## config.mk

```make
export PLATFORM = sky130hd
export DESIGN_NAME = time_event_timer_bank
export DESIGN_NICKNAME = d
export VERILOG_FILES = /design/src/hdl/tetb_pkg.sv /design/src/hdl/tetb_ctrl.sv /design/src/hdl/tetb_datapath.sv /design/src/hdl/time_event_timer_bank.sv
export SDC_FILE = /design/constraint.sdc
export NUM_CORES = 1
export LEC_CHECK = 0
export ABC_AREA = 1
export ABC_CLOCK_PERIOD_IN_PS = 2800
export BUFFER_PORTS_ARGS = -buffer_cell sky130_fd_sc_hd__buf_2
export CORE_AREA = 2 2 191 193
export DETAILED_ROUTE_END_ITERATION = 12
export DIE_AREA = 0 0 193 195
export PLACE_DENSITY = 0.64
export SLEW_MARGIN = 40
export SYNTH_ARGS = -nofsm -noshare
export SYNTH_HDL_FRONTEND = slang
export SYNTH_SLANG_ARGS = --single-unit
```

## constraint.sdc

```tcl
create_clock -name clk -period 2.8 [get_ports clk]
set_input_delay 0.14 -clock clk [delete_from_list [all_inputs] [get_ports clk]]
set_output_delay 0.14 -clock clk [all_outputs]
set_load 0.02 [all_outputs]
```

## src/hdl/tetb_pkg.sv

```systemverilog
// shared constants, types and command struct for the timer bank
package tetb_pkg;

    localparam int TIMER_COUNT = 8;
    localparam int COUNT_WIDTH = 16;
    localparam int IDX_W       = (TIMER_COUNT > 1) ? $clog2(TIMER_COUNT) : 1;
    localparam int CNT_W       = $clog2(TIMER_COUNT + 1);

    typedef enum logic [1:0] {
        OP_TICK    = 2'd0,
        OP_ENABLE  = 2'd1,
        OP_DISABLE = 2'd2
    } tetb_op_t;

    typedef enum logic [1:0] {
        ST_IDLE,
        ST_WALK,
        ST_FLUSH
    } tetb_state_t;

    typedef struct packed {
        logic             load;
        logic             clear;
        logic             step;
        logic             flush;
        logic [IDX_W-1:0] idx;
        logic [IDX_W-1:0] widx;
    } tetb_cmd_t;

endpackage

```

## src/hdl/tetb_ctrl.sv

```systemverilog
// controller: request decode, walk sequencing and walk length register
module tetb_ctrl (
    input  logic                clk,
    input  logic                rst_n,
    input  logic                start,
    input  logic [1:0]          opcode,
    input  logic [2:0]          timer_index,
    input  logic                cfg_wr_en,
    input  logic [3:0]          cfg_wr_data,
    output logic                busy,
    output tetb_pkg::tetb_cmd_t cmd
);
    import tetb_pkg::*;

    tetb_state_t      state_reg, state_next;
    logic [IDX_W-1:0] idx_reg, idx_next;
    logic [CNT_W-1:0] len_reg, len_next;
    logic [3:0]       tiu_reg;
    logic [7:0]       tiu8;
    logic [CNT_W-1:0] walk_len;
    logic             idx_ok;

    assign tiu8     = 8'(tiu_reg);
    assign walk_len = (tiu8 > 8'(TIMER_COUNT)) ? CNT_W'(TIMER_COUNT) : CNT_W'(tiu8);
    assign idx_ok   = 8'(timer_index) < 8'(TIMER_COUNT);
    assign busy     = (state_reg != ST_IDLE);

    always_ff @(posedge clk or negedge rst_n)
    begin
        if (!rst_n)
        begin
            state_reg <= ST_IDLE;
            idx_reg   <= '0;
            len_reg   <= '0;
            tiu_reg   <= '0;
        end
        else
        begin
            state_reg <= state_next;
            idx_reg   <= idx_next;
            len_reg   <= len_next;
            if (cfg_wr_en)
            begin
                tiu_reg <= cfg_wr_data;
            end
        end
    end

    always_comb
    begin
        state_next = state_reg;
        idx_next   = idx_reg;
        len_next   = len_reg;
        cmd        = '0;
        cmd.idx    = idx_reg;
        cmd.widx   = IDX_W'(timer_index);
        case (state_reg)
            ST_IDLE:
            begin
                if (start)
                begin
                    case (tetb_op_t'(opcode))
                        OP_ENABLE:  cmd.load  = idx_ok;
                        OP_DISABLE: cmd.clear = idx_ok;
                        OP_TICK:
                        begin
                            if (walk_len != '0)
                            begin
                                state_next = ST_WALK;
                                idx_next   = '0;
                                len_next   = walk_len;
                            end
                        end
                        default: ;
                    endcase
                end
            end
            ST_WALK:
            begin
                cmd.step = 1'b1;
                if (CNT_W'(idx_reg) + CNT_W'(1) == len_reg)
                begin
                    state_next = ST_FLUSH;
                end
                else
                begin
                    idx_next = IDX_W'(idx_reg + 1'b1);
                end
            end
            ST_FLUSH:
            begin
                cmd.flush  = 1'b1;
                state_next = ST_IDLE;
            end
            default: state_next = ST_IDLE;
        endcase
    end

`ifndef NO_ASSERTIONS
    a_write_only_idle: assert property (@(posedge clk) disable iff (!rst_n)
        (cmd.load || cmd.clear) |-> (state_reg == ST_IDLE && !cmd.step))
        else $error("timer write outside idle");
    a_flush_returns: assert property (@(posedge clk) disable iff (!rst_n)
        (state_reg == ST_FLUSH) |=> (state_reg == ST_IDLE))
        else $error("flush did not return to idle");
    a_walk_in_range: assert property (@(posedge clk) disable iff (!rst_n)
        (state_reg == ST_WALK) |-> (CNT_W'(idx_reg) < len_reg))
        else $error("walk index past walk length");
`endif

endmodule

```

## src/hdl/tetb_datapath.sv

```systemverilog
// datapath: timer counts, reload values, pending expiry and result register
module tetb_datapath (
    input  logic                clk,
    input  logic                rst_n,
    input  tetb_pkg::tetb_cmd_t cmd,
    input  logic [15:0]         load_count,
    input  logic [15:0]         reload_interval,
    output logic                result_valid,
    output logic [2:0]          expired_timer,
    output logic                last
);
    import tetb_pkg::*;

    logic [COUNT_WIDTH-1:0] count_reg  [TIMER_COUNT];
    logic [COUNT_WIDTH-1:0] count_next [TIMER_COUNT];
    logic [COUNT_WIDTH-1:0] reload_reg  [TIMER_COUNT];
    logic [COUNT_WIDTH-1:0] reload_next [TIMER_COUNT];
    logic [COUNT_WIDTH-1:0] cur;
    logic                   fire;
    logic                   pend_valid_reg, pend_valid_next;
    logic [IDX_W-1:0]       pend_idx_reg, pend_idx_next;
    logic                   valid_reg, valid_next;
    logic [2:0]             expired_reg, expired_next;
    logic                   last_reg, last_next;

    assign cur  = count_reg[cmd.idx];
    assign fire = cmd.step && (cur == COUNT_WIDTH'(1));

    always_comb
    begin
        for (int i = 0; i < TIMER_COUNT; i++)
        begin
            count_next[i]  = count_reg[i];
            reload_next[i] = reload_reg[i];
        end
        if (cmd.load)
        begin
            count_next[cmd.widx]  = COUNT_WIDTH'(load_count);
            reload_next[cmd.widx] = COUNT_WIDTH'(reload_interval);
        end
        else if (cmd.clear)
        begin
            count_next[cmd.widx]  = '0;
            reload_next[cmd.widx] = '0;
        end
        else if (cmd.step && cur != '0)
        begin
            count_next[cmd.idx] = fire ? reload_reg[cmd.idx] : cur - COUNT_WIDTH'(1);
        end
    end

    always_comb
    begin
        pend_valid_next = pend_valid_reg;
        pend_idx_next   = pend_idx_reg;
        valid_next      = 1'b0;
        expired_next    = expired_reg;
        last_next       = last_reg;
        if (fire)
        begin
            if (pend_valid_reg)
            begin
                valid_next   = 1'b1;
                expired_next = 3'(pend_idx_reg);
                last_next    = 1'b0;
            end
            pend_valid_next = 1'b1;
            pend_idx_next   = cmd.idx;
        end
        else if (cmd.flush)
        begin
            if (pend_valid_reg)
            begin
                valid_next   = 1'b1;
                expired_next = 3'(pend_idx_reg);
                last_next    = 1'b1;
            end
            pend_valid_next = 1'b0;
        end
    end

    always_ff @(posedge clk or negedge rst_n)
    begin
        if (!rst_n)
        begin
            for (int i = 0; i < TIMER_COUNT; i++)
            begin
                count_reg[i]  <= '0;
                reload_reg[i] <= '0;
            end
            pend_valid_reg <= 1'b0;
            valid_reg      <= 1'b0;
        end
        else
        begin
            for (int i = 0; i < TIMER_COUNT; i++)
            begin
                count_reg[i]  <= count_next[i];
                reload_reg[i] <= reload_next[i];
            end
            pend_valid_reg <= pend_valid_next;
            valid_reg      <= valid_next;
        end
    end

    always_ff @(posedge clk)
    begin
        pend_idx_reg <= pend_idx_next;
        expired_reg  <= expired_next;
        last_reg     <= last_next;
    end

    assign result_valid  = valid_reg;
    assign expired_timer = expired_reg;
    assign last          = last_reg;

`ifndef NO_ASSERTIONS
    a_flush_empties: assert property (@(posedge clk) disable iff (!rst_n)
        cmd.flush |=> !pend_valid_reg)
        else $error("pending expiry left after flush");
    a_empty_flush_silent: assert property (@(posedge clk) disable iff (!rst_n)
        (cmd.flush && !pend_valid_reg) |=> !result_valid)
        else $error("result from empty flush");
    a_last_from_flush: assert property (@(posedge clk) disable iff (!rst_n)
        (result_valid && last) |-> $past(cmd.flush))
        else $error("last marker without flush");
`endif

endmodule

```

## src/hdl/time_event_timer_bank.sv

```systemverilog
// top level of the time-event timer bank
// enable, disable, unused and zero-length tick requests leave busy low
// a tick request walks min(timers_in_use, 8) timers, one per cycle, then a flush
// step; busy is high during walk and flush, and the next request follows right after
// an expiry is held until the next expiry of the walk or the flush and shows on
// result_valid in the cycle after; the receiver cannot stall, a result lasts one cycle
// asynchronous active-low reset clears all counts, reloads and timers_in_use
module time_event_timer_bank (
    input  logic        clk,
    input  logic        rst_n,
    input  logic        start,
    output logic        busy,
    input  logic [1:0]  opcode,
    input  logic [2:0]  timer_index,
    input  logic [15:0] load_count,
    input  logic [15:0] reload_interval,
    input  logic        cfg_wr_en,
    input  logic [3:0]  cfg_wr_data,
    output logic        result_valid,
    output logic [2:0]  expired_timer,
    output logic        last
);
    import tetb_pkg::*;

    tetb_cmd_t cmd;

    tetb_ctrl u_ctrl (
        .clk         (clk),
        .rst_n       (rst_n),
        .start       (start),
        .opcode      (opcode),
        .timer_index (timer_index),
        .cfg_wr_en   (cfg_wr_en),
        .cfg_wr_data (cfg_wr_data),
        .busy        (busy),
        .cmd         (cmd)
    );

    tetb_datapath u_datapath (
        .clk             (clk),
        .rst_n           (rst_n),
        .cmd             (cmd),
        .load_count      (load_count),
        .reload_interval (reload_interval),
        .result_valid    (result_valid),
        .expired_timer   (expired_timer),
        .last            (last)
    );

endmodule

```

==> flow_summary.json <==
{
  "rr_startpoint": "u_ctrl.idx_reg[1]$_DFFE_PN0P_",
  "fillerInstances": 3418,
  "avgRoutedWirePerCell_um": 22.3,
  "crit_family": "simple AND/OR/NAND/NOR gates",
  "netlist_top_cells_area": "dfrtp_1, nand2_1, o21ai_0",
  "viasPerCell": 5.98,
  "synthArstFlopShare_pct": 97.5,
  "routed_wl_mm": 63.3,
  "setup_viol": 0,
  "io_pins": 51,
  "multiInputGateArea_sq_mm": 0.00758,
  "hold_class": "primary input to flip-flop",
  "crit_cells": 19,
  "fin_crit_sh_pct": 99.9,
  "cp-startpoint": "u_ctrl.idx_reg[1]$_DFFE_PN0P_",
  "status": "completed",
  "clock.fmax_mhz": 357,
  "die_h_um": 195,
  "r2r_cells": 19,
  "syn_nets": 2225,
  "num_vias": 16954,
  "worstPathArrival_ns": 3.24,
  "ys_seq_area_share_pct": 44.1,
  "drtIter0Drc": 2157,
  "total_power_w": 0.0252,
  "p_per_area_mw_per_mm2": 1300,
  "clkSlewWorstSetupHoldPaths_ns": 0.06,
  "dieArea_sq_mm": 0.0376,
  "grt_setup_unrepaired": "true",
  "hold_start": "reload_interval[5]",
  "grt_pass1_wl_mm": 95.1,
  "grt_start_max_net_pins": 86,
  "grtUsageTotal_pct": 33.4,
  "overflow": 0,
  "crit_path_start_kind": "flip-flop",
  "numCtsBuffers": 34,
  "portBuffers": 50,
  "synthFlopType": "dfrtp_1",
  "ys_types": 37,
  "ys_ff_latch": 278,
  "cap_violations": 0,
  "yosysWarnings": 0,
  "maxSlewViolCount": 0,
  "final_hold_viol_count": 0,
  "yosysTopAreaCellShare_pct": 42.8,
  "dpl.hpwl_mm": 42.5,
  "syn_inst": 2177,
  "drive_gt1_share_pct": 16.0,
  "dp_slack_ns": -0.241,
  "core_sq_mm": 0.0354,
  "cts-root-buf": "clkbuf_16",
  "synth_top_area_cell": "dfrtp_1",
  "cpMaxStageDelayCell": "dfrtp_1",
  "endpoint_kind": "flip-flop",
  "worstMarginPinSlew_ns": 0.669,
  "final_cell_mix": "nand2_1, dfrtp_1, nor2_1",
  "antenna_found_initial": 1,
  "slew_headroom_pct": 55.4,
  "place_area_sq_mm": 0.0176,
  "synth_edf_count": 7,
  "cts_buffer_depth": 3,
  "tritoncts": "yes",
  "ir_drop_uv": 761,
  "p_leak_nw": 9.45,
  "globalplace.congestion": 1.00,
  "crit_buf_inv": 6,
  "layout_commonest_cell": "nand2_1",
  "start_util_pct": 44.8,
  "cp_max_fo": 17,
  "antenna_left": 0,
  "grt_pass1_vias": 15968,
  "r2r_slack_ns": 0.002,
  "critPathRequiredTime_ns": 3.24,
  "setup_ws_ns": 0.00173,
  "cpPeakStageDelay_ns": 0.37,
  "drc": 0,
  "clk_latency_ns": 0.54,
  "r2r_end": "u_datapath.count_reg[106]$_DFFE_PN0P_",
  "cts.sinks": 278,
  "fin_util_pct": 54.8,
  "crit_chain": "buf_6, clkinvlp_4, buf_6, nor2_4, nand3_2, nand2_1, nor2_2, buf_4, ha_2, nand3_4, nor2_4, nand2_2, nand2_4, nand2_8, nand2_4, inv_2, buf_12, nor2_1, a21oi_1",
  "tns_ns": 0,
  "firstDrtPassIters": 5,
  "syn_area_sq_mm": 0.0158,
  "die_w_um": 193,
  "syn_to_final_growth_pct": 22.5,
  "htreeDepth": 2,
  "post-route-min-period_ns": 2.80,
  "crit_type": "flip-flop to flip-flop",
  "final_area_sq_mm": 0.0194,
  "fin_worst_skew_ns": 0.0215,
  "avgSynthCellArea_sq_um": 7.28,
  "final-seq-area_sq_mm": 0.00699,
  "worstSetupEndpoint": "u_datapath.count_reg[106]$_DFFE_PN0P_",
  "fp-row-count": 69,
  "nNetsFinal": 2399
}
-- metal layers --
layer / vias to the layer above / GRT usage, % / share of wire, %
li1: 7574 / - / -
met4: 0 / 13.8 / 4.4
met1: 8100 / 48.2 / 41
met3: 175 / 5.52 / 10
met5: - / 0 / 0
met2: 1105 / 49.9 / 44
-- tightest hold or removal path, delay by kind of cell --
| kind | cells | cell delay (ns) |
|---|---|---|
| AO/OA/AOI/OAI | 1 | 0.17 |
| buffers and inverters | 2 | 0.21 |
-- power by group --
| group | internal, W | total, W | switching, W |
|---|---|---|---|
| Combinational | 0.00532 | 0.0142 | 0.00884 |
| Sequential | 0.00569 | 0.00663 | 0.000939 |
| Clock | 0.00265 | 0.00445 | 0.00181 |
| Total | 0.0136 | 0.0252 | 0.0116 |
-- cell families (layout without fill, tap and decap cells) --
kind of cell | count (synthesis) | after routing | share of synthesized area [%]
buf+inv | 340 | 536 | 9.30
compound gates | 525 | 525 | 18.3
flops | 278 | 278 | 44.1
simple gates | 1024 | 1024 | 27.7
other cells | 0 | 1 | 0
xor+xnor | 7 | 7 | 0.387
fa+ha+maj | 3 | 3 | 0.237
-- area by class of cell --
cell class                      count  area share (%)
Antenna cell                        1          0.0129
Clock buffer                       50            5.11
Clock inverter                      8           0.593
Inverter                          231            4.54
Multi-Input combinational cell   1559            39.0
Sequential cell                   278            36.0
Tap cell                          461            2.97
Timing Repair Buffer              247            11.7
-- synthesized netlist by cell type (7+ instances only) --
master,instances
edfxtp_1,7
o22ai_1,130
buf_2,13
inv_2,14
a22oi_1,21
dfrtp_1,271
nor2_2,8
inv_1,214
a21oi_1,118
nand4_1,16
nand2_2,7
nand3b_1,10
nor2_1,262
buf_6,18
nand2_4,10
clkbuf_1,64
a32oi_1,10
nand3_1,195
nor3_1,9
buf_4,12
nand2_1,495
o21ai_1,26
o21ai_0,216
-- per-stage QoR --
step                      hold slack (ns)  cells
after global routing               0.0415   2834
final                              0.0261   2835
after detailed placement            0.203   2740
after floorplan                    -0.156   2177
after global placement              0.195   2740
after CTS                         0.00736   2813
-- how the worst min path moves through the flow --
stage | endpoint | slack [ns] | cells past startpoint
floorplan | u_ctrl.idx_reg[0]$_DFFE_PN0P_ | -0.16 | 0
global placement | u_datapath.reload_reg[56]$_DFFE_PN0P_ | 0.19 | 1
detailed placement | u_datapath.reload_reg[56]$_DFFE_PN0P_ | 0.20 | 1
CTS | u_datapath.reload_reg[33]$_DFFE_PN0P_ | 0.007 | 3
global route | u_datapath.reload_reg[5]$_DFFE_PN0P_ | 0.04 | 3
finish | u_datapath.reload_reg[101]$_DFFE_PN0P_ | 0.03 | 3
-- repair_timing --
action	CTS	global route
setup endpoints to repair	133	138
buffers inserted	2	17
gates resized for setup	11	68
hold buffers	13	0
pin swaps	1	12
cloned	0	4
endpoints found under the hold margin	85	0
No activity file was read; power rests on OpenSTA's default activity.
